### config.mk
export PLATFORM = sky130hd
export DESIGN_NAME = pedd_front
export DESIGN_NICKNAME = d
export VERILOG_FILES = /design/src/rtl/core/pedd_pkg.sv /design/src/rtl/core/pedd_front.sv
export SDC_FILE = /design/constraint.sdc
export NUM_CORES = 1
export LEC_CHECK = 0
export BUFFER_PORTS_ARGS = -buffer_cell sky130_fd_sc_hd__buf_2
export CAP_MARGIN = 5
export CELL_PAD_IN_SITES_DETAIL_PLACEMENT = 1
export CELL_PAD_IN_SITES_GLOBAL_PLACEMENT = 1
export CORE_AREA = 3 3 65 67
export DETAILED_ROUTE_END_ITERATION = 8
export DIE_AREA = 0 0 68 70
export PLACE_DENSITY_LB_ADDON = 0.1
export SLEW_MARGIN = 20
export SYNTH_ARGS = -nofsm -noshare
export SYNTH_HDL_FRONTEND = slang
export SYNTH_SLANG_ARGS = --single-unit
### constraint.sdc
create_clock -name clk -period 2.4 [get_ports clk]
set_input_delay 0 -clock clk [delete_from_list [all_inputs] [get_ports clk]]
set_output_delay 0 -clock clk [all_outputs]
set_load 0.005 [all_outputs]
### src/rtl/core/pedd_pkg.sv
`timescale 1ns / 1ps
// ----------------------------------------------------------------------------
// pedd_pkg
// Shared types, codes and arithmetic helpers for the palette dither core.
// ----------------------------------------------------------------------------
package pedd_pkg;

  // Input mode codes.
  localparam logic [1:0] MODE_PIXEL   = 2'd0;
  localparam logic [1:0] MODE_PALETTE = 2'd1;
  localparam logic [1:0] MODE_ROW     = 2'd2;

  // Configuration register indexes.
  localparam logic REG_DRAW_COLOUR  = 1'b0;
  localparam logic REG_PALETTE_SIZE = 1'b1;

  // Floyd-Steinberg weights in sixteenths.
  localparam int W_RIGHT       = 7;
  localparam int W_BELOW_RIGHT = 1;
  localparam int W_BELOW_LEFT  = 3;
  localparam int W_BELOW       = 5;

  localparam int ERR_MAX = 511;
  localparam int ERR_MIN = -512;
  localparam int CHAN_MAX = 255;

  localparam int CMD_DEPTH = 4;

  typedef logic signed [9:0] err_t;
  typedef logic signed [8:0] diff_t;

  typedef enum logic [1:0] {
    CMD_PIXEL,
    CMD_PALETTE,
    CMD_ROW
  } cmd_kind_t;

  typedef struct packed {
    cmd_kind_t   kind;
    logic [3:0]  old_index;
    logic        last;
    logic [3:0]  slot;
    logic [23:0] colour;
  } cmd_t;

  // Saturate a widened error sum to the stored ten-bit range.
  function automatic err_t sat10(input logic signed [11:0] v);
    err_t r;
    if (v > 12'(ERR_MAX)) begin
      r = 10'(ERR_MAX);
    end else if (v < 12'(ERR_MIN)) begin
      r = 10'(ERR_MIN);
    end else begin
      r = v[9:0];
    end
    return r;
  endfunction

  // Exact floor(x / 255) for x up to 255 * 255.
  function automatic logic [7:0] div255(input logic [15:0] x);
    logic [16:0] t;
    t = {1'b0, x} + 17'(x[15:8]) + 17'd1;
    return t[15:8];
  endfunction

  // Weighted share of an error, truncated towards zero.
  function automatic err_t share(input diff_t e, input logic [2:0] w);
    logic signed [12:0] p;
    logic signed [12:0] q;
    p = 13'(e) * $signed({10'd0, w});
    if (p < 0) begin
      q = -((-p) >>> 4);
    end else begin
      q = p >>> 4;
    end
    return q[9:0];
  endfunction

endpackage

### src/rtl/core/pedd_front.sv
`timescale 1ns / 1ps
// ----------------------------------------------------------------------------
// pedd_front
// Accepts input words, classifies them by mode and queues commands.
// ----------------------------------------------------------------------------
module pedd_front
  import pedd_pkg::*;
(
  input  logic        clk,
  input  logic        rst,
  input  logic        in_valid,
  output logic        in_stall,
  input  logic [1:0]  mode,
  input  logic [3:0]  old_index,
  input  logic [3:0]  palette_slot,
  input  logic [23:0] palette_colour,
  input  logic        last_in_span,
  output logic        push,
  output cmd_t        push_cmd,
  input  logic        full
);

  logic      cmd_valid;
  cmd_t      cmd;
  logic      accept;
  logic      keep;
  cmd_kind_t kind;

  assign in_stall = cmd_valid && full;
  assign accept   = in_valid && !in_stall;
  assign push     = cmd_valid && !full;
  assign push_cmd = cmd;

  // Unused mode codes are accepted and dropped here.
  always_comb begin
    keep = 1'b1;
    kind = CMD_PIXEL;
    case (mode)
      MODE_PIXEL:   kind = CMD_PIXEL;
      MODE_PALETTE: kind = CMD_PALETTE;
      MODE_ROW:     kind = CMD_ROW;
      default:      keep = 1'b0;
    endcase
  end

  always_ff @(posedge clk) begin
    if (rst) begin
      cmd_valid <= 1'b0;
    end else begin
      cmd_valid <= (cmd_valid && !push) || (accept && keep);
    end
  end

  always_ff @(posedge clk) begin
    if (accept && keep) begin
      cmd.kind      <= kind;
      cmd.old_index <= old_index;
      cmd.last      <= last_in_span;
      cmd.slot      <= palette_slot;
      cmd.colour    <= palette_colour;
    end
  end

endmodule

---- Yosys cells after proc, flatten, opt, wreduce, memory -nomap -nowiden ----
Cells that the tools add are included.
word-level totals
  register bits ........................... 36
  latch bits .............................. 0
  bits in writable memories ............... 0
  memory bits (read-only) ................. 0
  bits of input ports ..................... 39
  output and inout port bits .............. 37
  logic and storage cells ................. 21
  memories kept ........................... 0
operators by class
  add/subtract/negate cells ............... 0
  multipliers ............................. 0
  divide/modulo/power cells ............... 0
  magnitude comparators ................... 0
  eq/ne operators ......................... 2
  shifts and indexed selects .............. 0
  muxes and demuxes ....................... 2
  bitwise logic cells ..................... 0
  reductions and logical operators ........ 11
operator list
  kind                  count
  $logic_and A1 B1 Y1   5
  $pmux W2 S2           1
  $logic_not A1 Y1      3
  $reduce_or A3 Y1      1
  $eq A2 B1 Y1 const B  1
  $eq A2 B2 Y1 const B  1
  $logic_not A2 Y1      1
  $logic_or A1 B1 Y1    1
  $mux W1               1

---- Logic depth before layout (Yosys ltp) ----
  word-level depth ........................ 5
  depth in mapped cells ................... 2
  depth with buffers taken out ............ 2

---- Worst setup path after synthesis ----
Ideal clock, no wire load.
  kind .................................... flip-flop to flip-flop
  from .................................... register cmd_valid
  to ...................................... register cmd (netlist bit push_cmd[0]) (enable)
  setup time .............................. 404 ps
  arrival ................................. 1,364 ps
  data required time ...................... 1,996 ps
  slack ................................... 631 ps
  stages on the path, launching flop included .. 2
  path buffers ............................ 0
  clock period less this slack ............ 1,769 ps
  cell sequence ........................... dfxtp_1 a21oi_2
on the way
  longest elaborated chain between the ends .. 4
RTL lines
  element                   line              text
  start: declaration        pedd_front.sv:23  logic cmd_valid;
  start signal: assignment  pedd_front.sv:50  cmd_valid <= (cmd_valid && !push) || (accept && keep);
  $logic_and A1 B1 Y1       pedd_front.sv:29  assign in_stall = cmd_valid && full;
  $logic_not A1 Y1          pedd_front.sv:30  assign accept = in_valid && !in_stall;
  $logic_and A1 B1 Y1       pedd_front.sv:30
  $logic_and A1 B1 Y1       pedd_front.sv:55  if (accept && keep) begin
  end: declaration          pedd_front.sv:24  cmd_t cmd;
Every way passes these cells.
A chain may end at the register's enable or synchronous reset.

---- Worst setup path in the final report ----
  from .................................... register cmd_valid
  to ...................................... register cmd (netlist bit push_cmd[15]) (enable)
The elaborated chain is that of the path after synthesis.

==> reports/summary.txt <==
IO Pins: 76
Total Routed Length: 2685 µm
max incr delay on CP: 470 ps
I/O Buffers: 75
yosys warns: 0
Antenna Cells: 0
PwrDens: 633.4 mW/mm²
required time of the critical path: 2380 ps
status: completed
Total Neg Setup Slack: 0 ps
most common cell after layout, fill and taps aside: buf_2
Fin. Hold Viols: 0
most frequent cells in the layout: 75 x buf_2, 35 x edfxtp_1, 34 x dlygate4sd3_1
Worst Tran Pin Value: 551.2 ps
Synth Area per Inst: 25.62 µm²
Post-CTS Setup Bufs: 0
critical-path cell list: a21oi_4 -> buf_4
Placed Instance Area: 0.001585 mm²
final instance area: 0.002006 mm²
Worst slew margin: 0.6317
first-pass GRT wire length: 4140 µm
Starting DRT DRC Count: 49
initial antenna violation count: 0
path type of the worst setup path: reg -> reg
root buf cell: clkbuf_8
Die Ht: 70 µm
gr usage total: 0.1202
Routed WL per cell: 12.73 µm
final net count: 201
Seq/Total Area, Yosys: 0.9501
unrepaired setup endpoints after global routing: no
total number of vias: 841
cell family with most CP delay: compound AO/OA/AOI/OAI gates
Die ar.: 0.004760 mm²
maxcap violations: 0
Hold WC Path Type: in -> reg
DRT Pass-1 Iters: 4
CTS clock-pin slew for the worst setup and hold paths: 70 ps
Max Freq: 699.9 MHz
die width: 68 µm
placed insts: 169
worst skew pair latency: 280 ps
post-synth net total: 83
CP max stage cell: a21oi_4
Buf+Inv Stages, Crit Path: 1
Worst setup SP type: flip-flop
final setup violation count: 0
worst setup path start: cmd_valid
share of cells above drive strength 1: 0.5215
minimum clock period: 1429 ps
TritonCTS clock tree: done
area grow syn2layout: 77.91%
CTS-repair resized insts: 0
type of destination of the critical path: flip-flop
H-tree depth reported by CTS: 2
leak pwr: 0.0008640 µW
reg-to-reg critical path startpoint: cmd_valid
core footprint: 0.003689 mm²
critical path arrival: 1400 ps
HP Start: mode[1]
Gate Count Post-Synth: 44
Placer Congestion: 0.6887
peak supply drop: 0.3143 mV
Rows: 22
synth unique cells: 8
Clock Skews: 8.165 ps
synthesized flop and latch total: 36
post-detailed-route count of antenna-violating nets: 0
synthesized cell area: 0.001127 mm²
final global-route overflow total: 0
CP max FO: 18
largest net degree at the start of global routing: 19
CTS Sinks: 36
maximum clock insertion buffer count: 2
drt drc: 0
dpl hpwl: 1851 µm
crit share post-route: 0.5953
CTS Buf Count: 5
Vias/cell: 3.986
Non-Filler Instances: 211
Slew Viols, Final: 0
Starting Density: 0.3056
vias in the first global route: 902
worst paths after layout:
path	slack, ps	end	depth (start not counted)
worst max-delay path	970	push_cmd[15]	2
worst min-delay path	20	push_cmd[33]	2
worst max register to register	970	push_cmd[15]	2
worst min register to register	530	cmd_valid	2
flip-flops by register name (all words and copies together), names as in the netlist:
signal	count
cmd_valid	1
push_cmd	35
kinds of logic (layout without fill, tap and decap cells):
group                  count (synthesis)  in the layout  synth area share
AOI/OAI and AO/OA                      3              3           0.02442
buffers and inverters                  1            120          0.003326
DFF                                   36             36            0.9501
and+or+nand+nor                        4              4           0.02219
through the flow:
stage	utilization	worst slack [ps]	total power, µW	hold slack, ps
floorplan	-	631.5	780.1	30.23
detailed placement	0.4298	947.6	854.9	168.9
global placement	0.4298	974.3	853.3	166.6
CTS	0.5438	937.1	1290	9.245
finish	0.5438	971.3	1270	19.47
global route	0.5438	846.6	1335	21.72
layout make-up:
class	instances	area, µm²
clock buffers	7	76.32
clock inverters	1	3.754
fillers	389	1683
inverters	1	3.754
multi-input cells	7	60.06
flip-flops and latches	36	1071
well taps	48	60.06
repair buffers	111	730.7
metal layers:
metal  vias to the layer above  wire length, µm  global-route usage
li1                        405                -                   -
met1                       387              882              0.1076
met2                        45             1532              0.2366
met3                         4              252             0.04823
met4                         0               18             0.02649
met5                         -                0                   0
synthesized netlist by cell type:
| cell type | instances | share of area |
|---|---|---|
| edfxtp_1 | 35 | 0.93 |
| nor2b_1 | 2 | 0.011 |
| inv_1 | 1 | 0.0033 |
| and2b_2 | 1 | 0.0078 |
| nand2_1 | 1 | 0.0033 |
| a21oi_2 | 2 | 0.016 |
| a21bo_1 | 1 | 0.0089 |
| dfxtp_1 | 1 | 0.018 |
timing repair:
action / CTS / global route
endpoints found under the hold margin: 34 / 0
hold buffers: 34 / 0
endpoints found under the setup margin: 0 / 0
power breakdown:
part | switching [µW] | leakage (µW) | internal, µW | total, µW
Combinational | 54.0 | 0.000482 | 86.5 | 140
Sequential | 8.34 | 0.000342 | 734 | 742
Clock | 186 | 0.0000399 | 202 | 388
(Power assumes the default switching activity.)
