## src/rtl/core/pedd_pkg.sv

```systemverilog
`timescale 1ns / 1ps
// ----------------------------------------------------------------------------
// pedd_pkg
// Shared types, codes and arithmetic helpers for the palette dither core.
// ----------------------------------------------------------------------------
package pedd_pkg;

  // Input mode codes.
  localparam logic [1:0] MODE_PIXEL   = 2'd0;
  localparam logic [1:0] MODE_PALETTE = 2'd1;
  localparam logic [1:0] MODE_ROW     = 2'd2;

  // Configuration register indexes.
  localparam logic REG_DRAW_COLOUR  = 1'b0;
  localparam logic REG_PALETTE_SIZE = 1'b1;

  // Floyd-Steinberg weights in sixteenths.
  localparam int W_RIGHT       = 7;
  localparam int W_BELOW_RIGHT = 1;
  localparam int W_BELOW_LEFT  = 3;
  localparam int W_BELOW       = 5;

  localparam int ERR_MAX = 511;
  localparam int ERR_MIN = -512;
  localparam int CHAN_MAX = 255;

  localparam int CMD_DEPTH = 4;

  typedef logic signed [9:0] err_t;
  typedef logic signed [8:0] diff_t;

  typedef enum logic [1:0] {
    CMD_PIXEL,
    CMD_PALETTE,
    CMD_ROW
  } cmd_kind_t;

  typedef struct packed {
    cmd_kind_t   kind;
    logic [3:0]  old_index;
    logic        last;
    logic [3:0]  slot;
    logic [23:0] colour;
  } cmd_t;

  // Saturate a widened error sum to the stored ten-bit range.
  function automatic err_t sat10(input logic signed [11:0] v);
    err_t r;
    if (v > 12'(ERR_MAX)) begin
      r = 10'(ERR_MAX);
    end else if (v < 12'(ERR_MIN)) begin
      r = 10'(ERR_MIN);
    end else begin
      r = v[9:0];
    end
    return r;
  endfunction

  // Exact floor(x / 255) for x up to 255 * 255.
  function automatic logic [7:0] div255(input logic [15:0] x);
    logic [16:0] t;
    t = {1'b0, x} + 17'(x[15:8]) + 17'd1;
    return t[15:8];
  endfunction

  // Weighted share of an error, truncated towards zero.
  function automatic err_t share(input diff_t e, input logic [2:0] w);
    logic signed [12:0] p;
    logic signed [12:0] q;
    p = 13'(e) * $signed({10'd0, w});
    if (p < 0) begin
      q = -((-p) >>> 4);
    end else begin
      q = p >>> 4;
    end
    return q[9:0];
  endfunction

endpackage

```

## src/rtl/core/pedd_cmd_fifo.sv

```systemverilog
`timescale 1ns / 1ps
// ----------------------------------------------------------------------------
// pedd_cmd_fifo
// Short command queue between the front end and the execution back end.
// ----------------------------------------------------------------------------
module pedd_cmd_fifo
  import pedd_pkg::*;
(
  input  logic clk,
  input  logic rst,
  input  logic push,
  input  cmd_t push_cmd,
  output logic full,
  input  logic pop,
  output cmd_t head,
  output logic empty
);

  localparam int PTR_W = $clog2(CMD_DEPTH);

  cmd_t             slots [CMD_DEPTH];
  logic [PTR_W-1:0] wr_ptr;
  logic [PTR_W-1:0] rd_ptr;
  logic [PTR_W:0]   count;

  assign full  = (count == (PTR_W + 1)'(CMD_DEPTH));
  assign empty = (count == '0);
  assign head  = slots[rd_ptr];

  always_ff @(posedge clk) begin
    if (push && !full) begin
      slots[wr_ptr] <= push_cmd;
    end
  end

  always_ff @(posedge clk) begin
    if (rst) begin
      wr_ptr <= '0;
      rd_ptr <= '0;
      count  <= '0;
    end else begin
      if (push && !full) begin
        wr_ptr <= wr_ptr + 1'b1;
      end
      if (pop && !empty) begin
        rd_ptr <= rd_ptr + 1'b1;
      end
      count <= count + (PTR_W + 1)'(push && !full) - (PTR_W + 1)'(pop && !empty);
    end
  end

endmodule

```

## config.mk

```make
export PLATFORM = sky130hd
export DESIGN_NAME = pedd_cmd_fifo
export DESIGN_NICKNAME = d
export VERILOG_FILES = /design/src/rtl/core/pedd_pkg.sv /design/src/rtl/core/pedd_cmd_fifo.sv
export SDC_FILE = /design/constraint.sdc
export NUM_CORES = 1
export LEC_CHECK = 0
export ABC_CLOCK_PERIOD_IN_PS = 2600
export BUFFER_PORTS_ARGS = -buffer_cell sky130_fd_sc_hd__buf_2
export CORE_MARGIN = 4
export CORE_UTILIZATION = 55
export DETAILED_ROUTE_END_ITERATION = 10
export PLACE_DENSITY = 0.77
export SETUP_SLACK_MARGIN = 0.5
export SYNTH_ARGS = -nofsm -noshare
export SYNTH_HDL_FRONTEND = slang
export SYNTH_SLANG_ARGS = --single-unit
```

## constraint.sdc

```tcl
create_clock -name clk -period 2.6 [get_ports clk]
set_input_delay 0.52 -clock clk [delete_from_list [all_inputs] [get_ports clk]]
set_output_delay 0.52 -clock clk [all_outputs]
set_load 0.005 [all_outputs]
```

# After elaboration in Yosys (flattened, before gate mapping)
# Memories as Yosys holds them, arrays and structs flattened. A register that Yosys moved wholly into a read port is not among the register bits.
# Index checks and enable logic that the tools add are counted.
# word_totals
register_bits	7
n_memories	1
out_inout_bits	37
ram_bits	140
input_bits	39
# classes
n_mux	4
addsub	4
reduce_logical	5
eq_ne	1
# memory_table
name	words	word_bits	rd	rd_clocked_by_memory_dff	wr	line_no	source
slots	4	35	1	1	1	pedd_cmd_fifo.sv:21	cmd_t slots [CMD_DEPTH];
# op_table
op	count
$add 2x1->2 const B	2
$mux 2	2
$add 3x1->3	1
$eq 3x3->1 const B	1
$logic_not 3->1	1
$sub 3x1->3	1
$logic_and 1x1->1	2
$logic_not 1->1	2
$mux 1	2

# Depth between registers and ports, before layout
# depth
depth_word	5
mapped_depth	10
depth_no_buf	10

# Least setup slack after synthesis
# Ideal clock, no wire load.
# synth_timing
kind	input to register
startpoint	input port push
endpoint	register count[2]
required_ps	2475
path_buffers	0
t_arrival_ps	1963
setup_ps	125
stages	10
slack_ps	512
cell_sequence	inv_1 -> nor2_2 -> inv_1 -> ha_1 -> inv_1 -> ha_1 -> fa_1 -> xnor2_1 -> xnor2_1 -> nor2_1
# synth_via
elab_chain_len	3
# synth_rtl
item	line_no	source
from (decl)	pedd_cmd_fifo.sv:11	input logic push,
$logic_and 1x1->1	pedd_cmd_fifo.sv:48	count <= count + (PTR_W + 1)'(push && !full) - (PTR_W + 1)'(pop && !empty);
$add 3x1->3	pedd_cmd_fifo.sv:48	
$sub 3x1->3	pedd_cmd_fifo.sv:48	
to (signal assigned)	pedd_cmd_fifo.sv:48	
to (decl)	pedd_cmd_fifo.sv:24	logic [PTR_W:0] count;
# Every way passes these cells.
# A chain may end at the register's enable or synchronous reset.

==> flow_metrics.py <==
metrics = {
    "run_status": {
        "status": "complete, no violations",
    },
    "min_path": {
        "holdPathEnd": "slots[3][2]$_DFFE_PP_",
        "hold_class": "input port to flip-flop",
        "hp-start": "push_cmd[2]",
        "holdPathStages": 1,
    },
    "cells_and_area": {
        "antenna_cells": 0,
        "drive_gt1_share_pct": 49.1,
        "final_cells": 479,
        "fill_cells": 642,
        "design_area_um2": 6860,
        "area_growth_pct": 22.9,
        "final_nets": 379,
    },
    "clock_network": {
        "ctsHoldBuffers": 0,
        "clkTransAtPathRegs_ns": 0.06,
        "cts_buffers": 17,
        "cts_buffer_depth": 2,
        "h-tree-depth": 4,
        "clock_latency_ns": 0.51,
        "root_buffer": "clkbuf_8",
        "clock-sinks": 149,
        "tritoncts": "built",
    },
    "pwr": {
        "powerDensity_nw_per_um2": 982,
        "leakage_nw": 2.37,
        "irDropWorstVdd_uv": 679,
    },
    "logic_synthesis": {
        "seq_area_frac_synth_pct": 78.5,
        "synth-main-ff-cell": "edfxtp_1",
        "syn_area_um2": 5590,
        "syn_nets": 280,
        "synth_edf_count": 140,
        "avgSynthCellArea_um2": 23.9,
        "synth_top_area_share_pct": 75.3,
        "ys_seq_elements": 149,
        "yosysMostFrequentCell": "edfxtp_1",
        "synth_area_leaders": "edfxtp_1 75%, mux4_2 12%, dfxtp_1 3.2%",
        "async_flop_share_pct": 0,
        "synth_common_cells": "140 x edfxtp_1, 30 x mux4_2, 9 x dfxtp_1",
        "synth_cell_types": 27,
        "postSynthCellCount": 234,
        "yosysTopAreaCell": "edfxtp_1",
        "synth_warnings": 0,
    },
    "route": {
        "wl_mm": 9.31,
        "vias": 2576,
        "vias_per_cell": 5.38,
        "drtIter0Drc": 112,
        "antenna_left": 0,
        "drtPass1Iterations": 4,
        "wl_per_cell_um": 19.4,
        "drc_errors": 0,
    },
    "setup_path": {
        "r2r-start": "count[2]$_SDFF_PP0_",
        "crit_arrival_ns": 1.82,
        "crit_path_end_kind": "primary output",
        "crit_required_ns": 2.08,
        "r2r_end": "count[2]$_SDFF_PP0_",
        "cp-start-kind": "flip-flop",
        "path_class": "flip-flop to primary output",
        "critPathMaxFanout": 8,
        "reg2reg_depth": 9,
        "ff2ff_setup_slack_ns": 0.58,
    },
    "placed_design": {
        "gp_congestion": 0.690,
        "placed_area_um2": 6160,
        "dp_hpwl_mm": 5.25,
        "io_buffers": 75,
        "dp_cells": 439,
    },
    "floorplan": {
        "row_count": 36,
        "die-height_um": 109,
        "die_area_um2": 11800,
        "die_w_um": 109,
        "core_area_um2": 9820,
        "start_util_pct": 56.9,
        "pin_count": 76,
    },
    "timing": {
        "slew_viol_final": 0,
        "worstMarginPinSlew_ns": 0.527,
        "report.final.hold_viol_count": 0,
        "rsz0062_at_grt": "yes",
        "fmax_mhz": 426,
        "setup_viol": 0,
        "slew_headroom_pct": 64.9,
        "final.min_clock_period_ns": 2.34,
        "finalClockSkew_ns": 0.0104,
        "timing.final.crit_share_pct": 90.2,
        "setup_tns_ns": 0,
    },
    "global_routing": {
        "antenna_found_initial": 1,
        "grt_max_degree": 36,
        "gr-total-overflow": 0,
        "grt.total_usage_pct": 17.0,
        "first_global_vias": 2677,
        "grt_pass1_wl_mm": 14.2,
    },
    "run": {
        "maxCapViolCount": 0,
    },
}
power breakdown:
part | switching [W] | internal (W) | total, W
sequential | 0.000123 | 0.00290 | 0.00302
combinational | 0.000639 | 0.000884 | 0.00152
clock | 0.000927 | 0.00127 | 0.00220
layout make-up:
cell class / count / area, µm² / share of cell area (%)
clock inverters: 15 / 128 / 1.86
well taps: 133 / 166 / 2.42
inverters: 8 / 30.0 / 0.437
flip-flops and latches: 149 / 4400 / 64.1
multi-input cells: 68 / 1090 / 15.9
clock buffers: 17 / 414 / 6.03
repair buffers: 89 / 637 / 9.28
how the worst max path moves through the flow:
| stage | end |
|---|---|
| finish | head[24] |
| global route | head[13] |
| CTS | head[5] |
| detailed placement | count[2]$_SDFF_PP0_ |
| global placement | count[2]$_SDFF_PP0_ |
| floorplan | count[2]$_SDFF_PP0_ |
cell families after synthesis:
family                   count (synthesis)  share of synthesized area, %
flip-flops                             149                          78.5
multiplexers                            36                          14.6
buffers and inverters                   17                          2.24
AND/OR/NAND/NOR                         17                          1.90
adder cells (fa/ha/maj)                  7                          1.70
AO/OA/AOI/OAI                            5                         0.582
XOR/XNOR                                 3                         0.470
worst max-delay path, cell delays in order, from the launching register on:
cell and delay, ns:
dfxtp_4 0.46, clkbuf_16 0.21, mux4_2 0.49, buf_2 0.15
per-layer routing:
| metal | wire length (µm) | GRT usage [%] | up-vias |
|---|---|---|---|
| met1 | 3730 | 20.9 | 1323 |
| met2 | 4930 | 28.5 | 73 |
| met5 | 13 | 0 | - |
| met4 | 102 | 5.68 | 2 |
| met3 | 526 | 6.04 | 9 |
| li1 | - | - | 1169 |
cell usage in the layout (no fill, tap or decap), types with 3 or more instances in the layout:
cell and count:
edfxtp_1 140, dfxtp_1 4, clkbuf_16 18, ha_1 5
buf_4 4, buf_2 74, clkinv_2 3, nor2_1 3
dfxtp_4 3, and2_2 4, clkinvlp_4 3, mux4_2 35
buf_12 6, inv_1 8, inv_6 6
through the flow:
| stage | utilization (%) | hold WS (ns) | setup slack, ns | total power (W) |
|---|---|---|---|---|
| floorplan | - | 0.459 | 0.512 | 0.00391 |
| global placement | 62.7 | 0.461 | 0.366 | 0.00432 |
| detailed placement | 62.7 | 0.482 | 0.288 | 0.00436 |
| CTS | 69.2 | 0.188 | 0.216 | 0.00673 |
| global route | 69.9 | 0.195 | 0.175 | 0.00709 |
| finish | 69.9 | 0.224 | 0.255 | 0.00674 |
registers in the layout, summed over array words and instances, names as in the netlist, named ones only:
register,flops
count,3
rd_ptr,2
wr_ptr,2
slots,140
what timing repair did:
item | in CTS | in global routing
setup buffers | 1 | 3
setup endpoints to repair | 36 | 36
cloned | 2 | 2
gates resized for setup | 10 | 9
pin swaps | 1 | 5
No activity file was read; power rests on OpenSTA's default activity.
